===== config.mk =====
export PLATFORM = sky130hd
export DESIGN_NAME = pie_front_flat
export DESIGN_NICKNAME = d
export VERILOG_FILES = /design/src/assert_macros.svh /design/src/pie_pkg.sv /design/src/pie_ifs.sv /design/src/pie_front.sv /design/src/flat_wrapper.sv
export SDC_FILE = /design/constraint.sdc
export NUM_CORES = 1
export LEC_CHECK = 0
export BUFFER_PORTS_ARGS = -buffer_cell sky130_fd_sc_hd__buf_2
export CAP_MARGIN = 5
export CORE_ASPECT_RATIO = 2
export CORE_MARGIN = 4
export CORE_UTILIZATION = 50
export DETAILED_ROUTE_END_ITERATION = 10
export GPL_TIMING_DRIVEN = 0
export PLACE_DENSITY = 0.73
export SETUP_SLACK_MARGIN = 0.5
export SYNTH_ARGS = -nofsm -noshare
export SYNTH_HDL_FRONTEND = slang
export SYNTH_SLANG_ARGS = --single-unit
export TNS_END_PERCENT = 50

===== constraint.sdc =====
create_clock -name clk -period 5.6 [get_ports clk]
set_clock_uncertainty 0.05 [all_clocks]
set_input_delay 1.12 -clock clk [delete_from_list [all_inputs] [get_ports clk]]
set_output_delay 1.12 -clock clk [all_outputs]
set_load 0.03 [all_outputs]

===== src/assert_macros.svh =====
// Assertion macros shared by the expander RTL
`ifndef ASSERT_MACROS_SVH
`define ASSERT_MACROS_SVH

// a implies b in the same cycle
`define ASSERT_IMPLIES(label, clk, rst, a, b) \
  label: assert property (@(posedge clk) disable iff (rst) (a) |-> (b)) \
    else $error("assertion failed");

// a implies b in the next cycle
`define ASSERT_NEXT(label, clk, rst, a, b) \
  label: assert property (@(posedge clk) disable iff (rst) (a) |=> (b)) \
    else $error("assertion failed");

// a never holds
`define ASSERT_NEVER(label, clk, rst, a) \
  label: assert property (@(posedge clk) disable iff (rst) !(a)) \
    else $error("assertion failed");

`endif


===== src/pie_pkg.sv =====
// Package: types and constants of the packed indexed pixel expander
`timescale 1ns / 1ps
package pie_pkg;

  localparam int PALETTE_DEPTH_DEF = 256;
  localparam int MAX_DIMENSION_DEF = 4096;

  localparam int QUEUE_DEPTH = 4;
  localparam int QAW         = $clog2(QUEUE_DEPTH);

  localparam int CFG_DW  = 13;
  localparam int CFG_IW  = 3;

  localparam logic [CFG_IW-1:0] REG_PIXEL_SIZE   = 3'd0;
  localparam logic [CFG_IW-1:0] REG_MONO_MODE    = 3'd1;
  localparam logic [CFG_IW-1:0] REG_MASK_ENABLE  = 3'd2;
  localparam logic [CFG_IW-1:0] REG_IMAGE_WIDTH  = 3'd3;
  localparam logic [CFG_IW-1:0] REG_IMAGE_HEIGHT = 3'd4;

  localparam logic [23:0] WHITE_RGB   = 24'hffffff;
  localparam logic [23:0] MAGENTA_RGB = 24'hff00ff;
  localparam logic [23:0] BLACK_RGB   = 24'h000000;

  typedef struct packed {
    logic [1:0]  pixel_size_code;
    logic        mono_mode;
    logic        mask_enable;
    logic [12:0] image_width;
    logic [12:0] image_height;
  } cfg_t;

  // One queued request, already classified
  typedef struct packed {
    logic        is_pal;
    logic [7:0]  data;
    logic [7:0]  mask;
    logic [7:0]  idx;
    logic [23:0] rgb;
  } item_t;

endpackage


===== src/pie_ifs.sv =====
// Interfaces: input request channel and output pixel channel
`timescale 1ns / 1ps
interface pie_in_if;
  logic        valid;
  logic        ready;
  logic        cmd;
  logic [7:0]  data_byte;
  logic [7:0]  mask_byte;
  logic [7:0]  palette_index;
  logic [15:0] red_component;
  logic [15:0] green_component;
  logic [15:0] blue_component;

  modport source (
    output valid, cmd, data_byte, mask_byte, palette_index,
           red_component, green_component, blue_component,
    input  ready
  );
  modport sink (
    input  valid, cmd, data_byte, mask_byte, palette_index,
           red_component, green_component, blue_component,
    output ready
  );
endinterface



===== src/pie_front.sv =====
// Front end: accepts requests, classifies them and queues them for the back end
`timescale 1ns / 1ps
module pie_front
  import pie_pkg::*;
(
  input  logic         clk,
  input  logic         rst,
  pie_in_if.sink       pix_in,
  output logic         head_valid,
  output item_t        head,
  input  logic         pop
);

  item_t           queue [QUEUE_DEPTH];
  logic [QAW-1:0]  wr_ptr;
  logic [QAW-1:0]  rd_ptr;
  logic [QAW:0]    count;
  logic            push;
  item_t           entry;

  assign pix_in.ready = (count != (QAW+1)'(QUEUE_DEPTH));
  assign push         = pix_in.valid && pix_in.ready;
  assign head_valid   = (count != '0);
  assign head         = queue[rd_ptr];

  always_comb begin
    entry.is_pal = pix_in.cmd;
    entry.data   = pix_in.data_byte;
    entry.mask   = pix_in.mask_byte;
    entry.idx    = pix_in.palette_index;
    entry.rgb    = {pix_in.red_component[15:8], pix_in.green_component[15:8],
                    pix_in.blue_component[15:8]};
  end

  always_ff @(posedge clk) begin
    if (push) begin
      queue[wr_ptr] <= entry;
    end
  end

  always_ff @(posedge clk) begin
    if (rst) begin
      wr_ptr <= '0;
      rd_ptr <= '0;
      count  <= '0;
    end else begin
      if (push) begin
        wr_ptr <= wr_ptr + QAW'(1);
      end
      if (pop) begin
        rd_ptr <= rd_ptr + QAW'(1);
      end
      if (push && !pop) begin
        count <= count + (QAW+1)'(1);
      end else if (pop && !push) begin
        count <= count - (QAW+1)'(1);
      end
    end
  end

endmodule


===== src/flat_wrapper.sv =====
// flat-port wrapper written by rule: the top's interface ports become plain ports
module pie_front_flat import pie_pkg::*;
  (clk, rst, head_valid, head, pop, pix_in_valid, pix_in_cmd, pix_in_data_byte, pix_in_mask_byte, pix_in_palette_index, pix_in_red_component, pix_in_green_component, pix_in_blue_component, pix_in_ready);
  pie_in_if pix_in_i ();
  input  logic clk;
  input  logic rst;
  output logic head_valid;
  output item_t head;
  input  logic pop;
  input wire logic [$bits(pix_in_i.valid)-1:0] pix_in_valid;
  input wire logic [$bits(pix_in_i.cmd)-1:0] pix_in_cmd;
  input wire logic [$bits(pix_in_i.data_byte)-1:0] pix_in_data_byte;
  input wire logic [$bits(pix_in_i.mask_byte)-1:0] pix_in_mask_byte;
  input wire logic [$bits(pix_in_i.palette_index)-1:0] pix_in_palette_index;
  input wire logic [$bits(pix_in_i.red_component)-1:0] pix_in_red_component;
  input wire logic [$bits(pix_in_i.green_component)-1:0] pix_in_green_component;
  input wire logic [$bits(pix_in_i.blue_component)-1:0] pix_in_blue_component;
  output wire logic [$bits(pix_in_i.ready)-1:0] pix_in_ready;
  assign pix_in_i.valid = pix_in_valid;
  assign pix_in_i.cmd = pix_in_cmd;
  assign pix_in_i.data_byte = pix_in_data_byte;
  assign pix_in_i.mask_byte = pix_in_mask_byte;
  assign pix_in_i.palette_index = pix_in_palette_index;
  assign pix_in_i.red_component = pix_in_red_component;
  assign pix_in_i.green_component = pix_in_green_component;
  assign pix_in_i.blue_component = pix_in_blue_component;
  assign pix_in_ready = pix_in_i.ready;
  pie_front u_core (.clk(clk), .rst(rst), .pix_in(pix_in_i), .head_valid(head_valid), .head(head), .pop(pop));
endmodule

Word-level counts from Yosys, hierarchy flattened
Memory sizes are Yosys's and may differ from the RTL's. A register that Yosys moved wholly into a read port is not among the register bits.
Cells that the tools add are included.

word-level totals
  register bits = 7
  RAM bits = 196
  output and inout bits = 51
  logic and storage cells = 22
  memories kept = 1

memory list
  name          words  width  read ports  clocked after memory_dff  write ports  RTL line         source
  u_core.queue  4      49     1           1                         1            pie_front.sv:14  item_t queue [QUEUE_DEPTH];

operators by class
  add/sub/neg operators = 4
  equal/unequal tests = 1
  muxes and demuxes = 6
  reduce and logical (&&, ||, !) cells = 7

operators by type and width
  operator                                          number
  two-way mux 3 bit                                 2
  adder 2 x 1 -> 2 bit, second input constant       2
  two-way mux 2 bit                                 2
  adder 3 x 1 -> 3 bit, second input constant       1
  logical AND 1 bit                                 3
  != test 3 bit, second input constant              1
  nonzero test 3 bit                                1
  subtractor 3 x 1 -> 3 bit, second input constant  1
  logical NOT 1 bit                                 2
  two-way mux 1 bit                                 2
  nonzero test 2 bit                                1

Depth between registers and ports, before layout
Gate-level depths: netlist (run 1).

  word-level depth = 6
  depth in mapped cells = 8
  mapped depth without buffers = 8

Least setup slack after synthesis (run 1)
No wires, ideal clock.

  path type = input -> register
  start = input port pix_in_valid
  end = memory u_core.queue[0][0] in the netlist's numbering (enable)
  setup time = 412 ps
  arrival time = 2594 ps
  required time = 5138 ps
  path slack = 2545 ps
  stages = 2
  path buffers = 0
  cells stage by stage = a21boi_2 and2_1

between the ends
  cells in the longest elaborated chain, start to end = 3

RTL lines
  item                                     RTL line            source
  start: declaration                       flat_wrapper.sv:10  input wire logic [$bits(pix_in_i.valid)-1:0] pix_in_valid;
  logical AND 1 bit                        pie_front.sv:22     assign push = pix_in.valid && pix_in.ready;
  two-way mux 1 bit                        pie_front.sv:36     if (push) begin
  two-way mux 1 bit (not written as such)  pie_front.sv:37     queue[wr_ptr] <= entry;
  end: declaration                         pie_front.sv:14

No other way between the ends.

==> impl_table.tex, run 1 <==
\begin{tabular}{lr}
\hline
Metric & Value \\
\hline
\multicolumn{2}{l}{\textbf{Power}} \\
Total power divided by cell area & $\sim$400 nW/um\^{}2 \\
Fraction of power consumed by the clock network & 0.313 \\
Net load switching power & 0.9143 mW \\
Combinational cell fraction of total power & 0.170 \\
Internal power consumption & 2.720 mW \\
Total design power & 3.634 mW \\
Leakage & slightly above 3 nW \\
Sequential fraction of design power & 0.517 \\
VDD IR max & between 300 and 400 uV \\
Proportion of total power due to net switching & 0.2516 \\
\multicolumn{2}{l}{\textbf{Floorplanning}} \\
Height of the chip & around 180 um \\
Die ar. & 17250 um\^{}2 \\
Core Rows & 63 \\
Initial core utilization & 0.5094 \\
Io pins & between 100 and 150 \\
Standard cell core area & roughly 15000 um\^{}2 \\
Overall die width & between 90 and 100 um \\
\multicolumn{2}{l}{\textbf{Global route}} \\
First-pass GRT wire length & between 20000 and 25000 um \\
Largest net degree at the start of global routing & 32 \\
Antenna violations before repair & 1 \\
GRT Residual Overflow & 0 \\
GRT Total Usage & 0.1587 \\
Via count of the first global-routing pass & 3727 \\
\multicolumn{2}{l}{\textbf{Critical path}} \\
Crit end category & output port \\
Startpoint Class & register \\
Sequence of cells on the critical path & buf\_2 -> buf\_2 -> mux4\_2 -> buf\_2 \\
Required time at the worst-slack endpoint & around 4.4 ns \\
Worst setup path category & register to output port \\
Biggest fanout along the worst timing path & 10 \\
Critical Path Max Stage Delay & $\sim$0.4 ns \\
Crit path top cell by count & sky130\_fd\_sc\_hd\_\_buf\_2 \\
Slowest CP cell & sky130\_fd\_sc\_hd\_\_dfxtp\_1 \\
Data arrival time of the worst path & $\sim$2 ns \\
FF-to-FF path depth & 8 \\
\multicolumn{2}{l}{\textbf{Clocking}} \\
Total CTS buffers & 17 \\
\# H-tree levels & 1 \\
\# hold bufs at CTS & 0 \\
Buffer type at the clock tree root & sky130\_fd\_sc\_hd\_\_clkbuf\_16 \\
Post-CTS setup buffer count & 0 \\
Largest buffer count on any clock path & 3 \\
Worst-path clk slew & roughly 0.070 ns \\
Number of clock sinks seen by CTS & between 200 and 250 \\
Clock Latency Late Sink & between 0.4 and 0.5 ns \\
Clock tree from TritonCTS & built \\
Post-cts sizing count & 0 \\
\multicolumn{2}{l}{\textbf{Run}} \\
Max-cap violations & 0 \\
\multicolumn{2}{l}{\textbf{STA}} \\
Final-report hold violation count & 0 \\
Worst slew margin relative to its limit & 0.5589 \\
Min Tclk post-route & around 3.2 ns \\
Actual transition at the worst max-transition pin & 0.6617 ns \\
Post-Route Hold Slack & approximately 0.48 ns \\
Post-Route Setup TNS & 0 ns \\
Final slew viol count & 0 \\
Setup Viol. Count Final & 0 \\
Post-layout worst setup margin & 2.411 ns \\
Share of the cycle needed by the critical path after routing & 0.5695 \\
Highest Clock Rate & approximately 310 MHz \\
Setup repair after global routing missed its margin & false \\
\multicolumn{2}{l}{\textbf{Layout}} \\
Final design utilization & 0.6022 \\
Antenna Cells & 0 \\
Final non-filler cell total & between 600 and 700 \\
\# fillers & about 1100 \\
Post-layout nets & approximately 510 \\
Layout overhead on the synthesized area & 18.23\% \\
Share of post-route cells with drive strength above 1 & 0.4295 \\
Finished Cell Area & between 8000 and 9000 um\^{}2 \\
\multicolumn{2}{l}{\textbf{Synth}} \\
Nets in the synthesized netlist & between 300 and 400 \\
Ys Warns & 0 \\
Mean cell area of the mapped netlist & 24.83 um\^{}2 \\
Share of the yosys chip area belonging to registers & 0.8036 \\
Synthesis-stage register bit count & 205 \\
Syn Inst Count & a little over 300 \\
Count of cell types in the netlist & 25 \\
Mapped Area & 7548 um\^{}2 \\
\multicolumn{2}{l}{\textbf{Worst hold path}} \\
Number of cells traversed by the worst hold path & 2 \\
Tightest Hold Check Type & register to register \\
\multicolumn{2}{l}{\textbf{Place}} \\
Routability congestion estimate from global placement & approximately 0.7 \\
Port bufs & roughly 100 \\
Placed cell count & approximately 610 \\
Cell area after placement & $\sim$8400 um\^{}2 \\
Final HPWL DP & between 8000 and 9000 um \\
Post-Place Worst Slack & between 2 and 3 ns \\
\multicolumn{2}{l}{\textbf{Route}} \\
Number of iterations in the first detailed-routing pass & 4 \\
Wire length per cell & 20.73 um \\
DRC violation total after the first TritonRoute iteration & roughly 140 \\
Number of nets with antenna violations after detailed routing & 0 \\
Via count & roughly 3400 \\
Residual DRC & 0 \\
Vias per cell & 5.372 \\
Met1 Routed Length & approximately 4600 um \\
Routed wl met3 & around 660 um \\
Wire length on met2 & 7679 um \\
Max Used Layer & met5 \\
WL final & around 13000 um \\
\multicolumn{2}{l}{\textbf{Status}} \\
Result of the run & finished clean \\
\hline
\end{tabular}
==> cell type report <==
type / count / area (um^2) / area share
clock buffer: 22 / 444.2 / 0.04977
sequential: 205 / 6066 / 0.6797
buffer: 12 / 98.84 / 0.01108
multi-input combinational: 83 / 1374 / 0.1539
tap: 195 / 244.0 / 0.02734
clock inverter: 8 / 92.59 / 0.01037
inverter: 4 / 15.01 / 0.001682
timing repair buffer: 106 / 590.6 / 0.06617
==> power by group through the flow <==
stage / Sequential (mW) / Clock (mW) / Combinational (mW)
floorplan: 1.90 / 0 / 0.432
global placement: 1.91 / 0 / 0.593
detailed placement: 1.91 / 0 / 0.632
CTS: 1.88 / 1.17 / 0.635
global route: 1.89 / 1.24 / 0.663
finish: 1.88 / 1.14 / 0.619
==> cell usage after synthesis <==
master                     count  area [um^2]
sky130_fd_sc_hd__a21boi_2      1        11.26
sky130_fd_sc_hd__a21oi_1       1        5.000
sky130_fd_sc_hd__and2_1        4        25.02
sky130_fd_sc_hd__buf_1         3        11.26
sky130_fd_sc_hd__buf_12        2        40.04
sky130_fd_sc_hd__buf_2         2        10.01
sky130_fd_sc_hd__buf_4         3        22.52
sky130_fd_sc_hd__buf_6         1        11.26
sky130_fd_sc_hd__clkbuf_1      1        3.750
sky130_fd_sc_hd__dfxtp_1       9        180.2
sky130_fd_sc_hd__edfxtp_1    196         5886
sky130_fd_sc_hd__fa_1          1        20.02
sky130_fd_sc_hd__ha_1          5        62.56
sky130_fd_sc_hd__inv_1         4        15.01
sky130_fd_sc_hd__mux2_2        1        11.26
sky130_fd_sc_hd__mux2i_1       2        20.02
sky130_fd_sc_hd__mux4_1        2        52.55
sky130_fd_sc_hd__mux4_2       47         1059
sky130_fd_sc_hd__nand2_1       2        7.510
sky130_fd_sc_hd__nand2b_1      2        12.51
sky130_fd_sc_hd__nor2_1        8        30.03
sky130_fd_sc_hd__o21ai_0       1        5.000
sky130_fd_sc_hd__or3_1         2        12.51
sky130_fd_sc_hd__xnor2_1       1        8.760
sky130_fd_sc_hd__xor2_1        3        26.28
==> flip-flops by register name (all words and copies together), names as in the netlist, named ones only <==
register	cells
u_core.wr_ptr	2
u_core.count	3
u_core.rd_ptr	2
u_core.queue	196
==> worst max-delay path, delay by kind of cell, from the launching register on <==
kind                   cells  cell delay (ns)
buffers and inverters      3             0.81
DFF                        1             0.39
muxes                      1             0.35
==> per-layer routing <==
| metal | up-vias | global-route usage |
|---|---|---|
| li1 | 1531 | - |
| met1 | 1768 | 0.1813 |
| met2 | 89 | 0.2986 |
| met3 | 21 | 0.02985 |
| met4 | 2 | 0.03817 |
| met5 | - | 0 |
==> layout by cell type (no fill, tap or decap), drive strengths merged <==
| cell type | synthesis | routed |
|---|---|---|
| edfxtp | 196 | 196 |
| buf | 11 | 117 |
| mux4 | 49 | 49 |
| clkbuf | 1 | 23 |
| dfxtp | 9 | 9 |
| nor2 | 8 | 8 |
| ha | 5 | 5 |
| inv | 4 | 5 |
| and2 | 4 | 4 |
| clkinv | 0 | 4 |
| xor2 | 3 | 3 |
| nand2 | 2 | 2 |
| or3 | 2 | 2 |
| mux2i | 2 | 2 |
| nand2b | 2 | 2 |
| bufinv | 0 | 2 |
| a21boi | 1 | 1 |
| mux2 | 1 | 1 |
| xnor2 | 1 | 1 |
| o21ai | 1 | 1 |
| a21oi | 1 | 1 |
| fa | 1 | 1 |
| clkinvlp | 0 | 1 |
==> path summary, 6_finish.rpt <==
check	start	to	slack (ns)
max	register	head[30]	2.41
min	u_core.wr_ptr[1]	u_core.wr_ptr[1]	0.48
max reg2reg	u_core.count[0]	u_core.count[2]	3.28
min reg2reg	u_core.wr_ptr[1]	u_core.wr_ptr[1]	0.48
==> logic make-up after synthesis <==
| family | share of synthesized area |
|---|---|
| AOI/OAI and AO/OA | 0.002816 |
| xor gates and xnor gates | 0.004642 |
| adders and majority gates | 0.01094 |
| buffers and inverters | 0.01508 |
| DFF | 0.8036 |
| muxes | 0.1513 |
| and+or+nand+nor | 0.01160 |
Note: power is estimated with default switching activity, not from simulation.
==> inputs of run 2 (changes only) <==
--- a/config.mk
+++ b/config.mk
@@ -12,7 +12,7 @@
 export CORE_UTILIZATION = 50
 export DETAILED_ROUTE_END_ITERATION = 10
 export GPL_TIMING_DRIVEN = 0
-export PLACE_DENSITY = 0.73
+export PLACE_DENSITY = 0.76
 export SETUP_SLACK_MARGIN = 0.5
 export SYNTH_ARGS = -nofsm -noshare
 export SYNTH_HDL_FRONTEND = slang
==> constraint.sdc (replaced) <==
create_clock -name clk -period 2.7 [get_ports clk]
set_clock_uncertainty 0.05 [all_clocks]
set_input_delay 0.54 -clock clk [delete_from_list [all_inputs] [get_ports clk]]
set_output_delay 0.54 -clock clk [all_outputs]
set_load 0.03 [all_outputs]
==> run 2 against run 1 <==
Effect of this change:
- critical endpoint is now head[35]
- non-clock buffer count up 5
- setup slack worse by 2.2 ns
- count of clock-buffer cells in the layout down 1
- wire length up 0.11%
- highest routed layer is now met4
==> impl_table.tex, run 2 (synthesized netlist as in run 1, its figures left out) <==
\begin{tabular}{lr}
\hline
Metric & Value \\
\hline
\multicolumn{2}{l}{\textbf{Critical path}} \\
Worst reg2reg startpoint & u\_core.count[0] \\
Required time at the worst-slack endpoint & around 2.1 ns \\
Data arrival time of the worst path & between 1.5 and 2 ns \\
FF-to-FF path depth & 6 \\
Worst setup slack for register-to-register paths & between 0.5 and 0.6 ns \\
Reg2reg end & u\_core.queue[1][28] \\
Worst setup path category & register to output port \\
Biggest fanout along the worst timing path & 5 \\
Crit end category & output port \\
Startpoint Class & register \\
\multicolumn{2}{l}{\textbf{Power}} \\
Fraction of power consumed by the clock network & 0.320 \\
Sequential fraction of design power & 0.500 \\
Internal power consumption & about 5.8 mW \\
Combinational cell fraction of total power & 0.180 \\
VDD IR max & just under 800 uV \\
Leakage & 3.116 nW \\
Total power divided by cell area & about 850 nW/um\^{}2 \\
Proportion of total power due to net switching & 0.2511 \\
Net load switching power & between 1.5 and 2 mW \\
Total design power & between 7 and 8 mW \\
\multicolumn{2}{l}{\textbf{STA}} \\
Final-report hold violation count & 0 \\
Worst slew margin relative to its limit & 0.4909 \\
Min Tclk post-route & 2.458 ns \\
Setup repair after global routing missed its margin & true \\
Highest Clock Rate & 406.8 MHz \\
Final slew viol count & 0 \\
Share of the cycle needed by the critical path after routing & 0.9104 \\
Post-layout worst setup margin & about 0.24 ns \\
Actual transition at the worst max-transition pin & 0.7636 ns \\
Setup Viol. Count Final & 0 \\
\multicolumn{2}{l}{\textbf{Global route}} \\
First-pass GRT wire length & 20640 um \\
GRT Residual Overflow & 0 \\
GRT Total Usage & 0.1596 \\
Antenna violations before repair & 1 \\
Largest net degree at the start of global routing & 50 \\
Via count of the first global-routing pass & roughly 3800 \\
\multicolumn{2}{l}{\textbf{Layout}} \\
Flip-flop count of the largest register after layout & 196 \\
Final design utilization & 0.6163 \\
\# fillers & about 1100 \\
Regs by FF count & u\_core.queue x196, u\_core.count x3 \\
Share of post-route cells with drive strength above 1 & 0.4527 \\
Post-layout nets & just over 500 \\
Layout overhead on the synthesized area & 20.98\% \\
Finished Cell Area & 9133 um\^{}2 \\
Final non-filler cell total & 640 \\
Most used cells in the layout excluding fill and tap cells & 196 x sky130\_fd\_sc\_hd\_\_edfxtp\_1, 86 x sky130\_fd\_sc\_hd\_\_buf\_2, 49 x sky130\_fd\_sc\_hd\_\_mux4\_2 \\
Largest register by flop count & u\_core.queue \\
Commonest non-fill, non-tap cell in the layout & sky130\_fd\_sc\_hd\_\_edfxtp\_1 \\
\multicolumn{2}{l}{\textbf{Clocking}} \\
Largest buffer count on any clock path & 3 \\
Buffer type at the clock tree root & sky130\_fd\_sc\_hd\_\_clkbuf\_16 \\
Clock Latency Late Sink & between 0.4 and 0.5 ns \\
Number of clock sinks seen by CTS & slightly above 200 \\
Total CTS buffers & 17 \\
Clock tree from TritonCTS & built \\
Worst-path clk slew & approximately 0.07 ns \\
\# H-tree levels & 1 \\
\# hold bufs at CTS & 0 \\
\multicolumn{2}{l}{\textbf{Route}} \\
WL final & between 10000 and 15000 um \\
Wire length per cell & $\sim$21 um \\
Residual DRC & 0 \\
Via count & 3424 \\
DRC violation total after the first TritonRoute iteration & roughly 180 \\
Vias per cell & $\sim$5.4 \\
Number of iterations in the first detailed-routing pass & 6 \\
Number of nets with antenna violations after detailed routing & 0 \\
\multicolumn{2}{l}{\textbf{Worst hold path}} \\
Hold\_sp & pix\_in\_green\_component[10] \\
Tightest Hold Check Type & input pin to register \\
Number of cells traversed by the worst hold path & 1 \\
Worst Hold End & u\_core.queue[1][10] \\
\multicolumn{2}{l}{\textbf{Floorplanning}} \\
Io pins & about 130 \\
Standard cell core area & approximately 15000 um\^{}2 \\
Core Rows & 63 \\
Initial core utilization & 0.5094 \\
Overall die width & around 95 um \\
Height of the chip & around 180 um \\
Die ar. & 17250 um\^{}2 \\
\multicolumn{2}{l}{\textbf{Place}} \\
Port bufs & slightly above 100 \\
Cell area after placement & 8348 um\^{}2 \\
Post-Place Worst Slack & 0.09327 ns \\
Placed cell count & approximately 600 \\
Final HPWL DP & slightly above 8000 um \\
Routability congestion estimate from global placement & around 0.67 \\
\multicolumn{2}{l}{\textbf{Run}} \\
Max-cap violations & 0 \\
\multicolumn{2}{l}{\textbf{Status}} \\
Result of the run & finished clean \\
\hline
\end{tabular}
run 2: cell types whose count changed in the layout (fill, tap and decap cells not counted), moves of 2 or more:
| cell | before | now |
|---|---|---|
| sky130_fd_sc_hd__buf_4 | 3 | 5 |
| sky130_fd_sc_hd__buf_2 | 104 | 86 |
| sky130_fd_sc_hd__buf_1 | 3 | 0 |
| sky130_fd_sc_hd__mux4_2 | 47 | 49 |
| sky130_fd_sc_hd__and2_2 | 4 | 1 |
| sky130_fd_sc_hd__mux4_1 | 2 | 0 |
| sky130_fd_sc_hd__buf_12 | 6 | 4 |
| sky130_fd_sc_hd__buf_6 | 1 | 25 |
| sky130_fd_sc_hd__and2_4 | 0 | 3 |
run 2: critical path, stage by stage, from the launching register on:
cell	delay (ns)
sky130_fd_sc_hd__dfxtp_2	0.32
sky130_fd_sc_hd__buf_6	0.12
sky130_fd_sc_hd__buf_12	0.13
sky130_fd_sc_hd__buf_12	0.12
sky130_fd_sc_hd__mux4_2	0.53
sky130_fd_sc_hd__buf_6	0.16
run 2: power by group through the flow:
stage	registers (mW)	clock network (mW)	logic, mW
after floorplan	3.95	0	0.897
after global placement	3.96	0	1.23
after detailed placement	3.97	0	1.30
after CTS	3.90	2.55	1.38
after global routing	3.92	2.68	1.50
final	3.90	2.49	1.40
run 2: what timing repair did:
item / in CTS / in global routing
setup buffers: 2 / 4
setup endpoints to repair: 148 / 112
resized for setup: 37 / 26
gates cloned: 1 / 0
pin swaps: 0 / 1
run 2: through the flow:
step	hold WS, ns	TNS (ns)
2_1_floorplan	0.4320	0
3_3_place_gp	0.4413	-71.86
3_5_place_dp	0.4651	0
4_1_cts	0.2159	0
5_1_grt	0.2172	0
6_report	0.2320	0
run 2: how the worst max path moves through the flow:
stage / from / to / slack (ns) / cells past startpoint
finish: register / head[35] / 0.24 / 5
global route: register / head[35] / 0.20 / 5
CTS: register / head[48] / 0.21 / 5
detailed placement: pix_in_valid / u_core.queue[3][32] / 0.09 / 3
global placement: pix_in_valid / u_core.queue[0][37] / -0.74 / 3
floorplan: pix_in_valid / u_core.queue[0][0] / 0.23 / 2
run 2: final cells by class:
class,instances,area (um^2),share of cell area
clock buffers,21,440.4,0.04823
diodes,1,2.502,0.0002740
well taps,195,244.0,0.02672
plain buffers,12,122.6,0.01343
flip-flops and latches,205,6067,0.6643
inverters,4,15.01,0.001644
repair buffers,111,753.2,0.08248
multi-input cells,83,1370,0.1500
clock inverters,8,117.6,0.01288
run 2: layer usage:
| layer | track usage | part of all wire | wire length [um] |
|---|---|---|---|
| met1 | 0.1804 | 0.36 | 4735 |
| met2 | 0.2938 | 0.57 | 7451 |
| met3 | 0.02695 | 0.047 | 621 |
| met4 | 0.05957 | 0.028 | 366 |
| met5 | 0 | 0 | 0 |
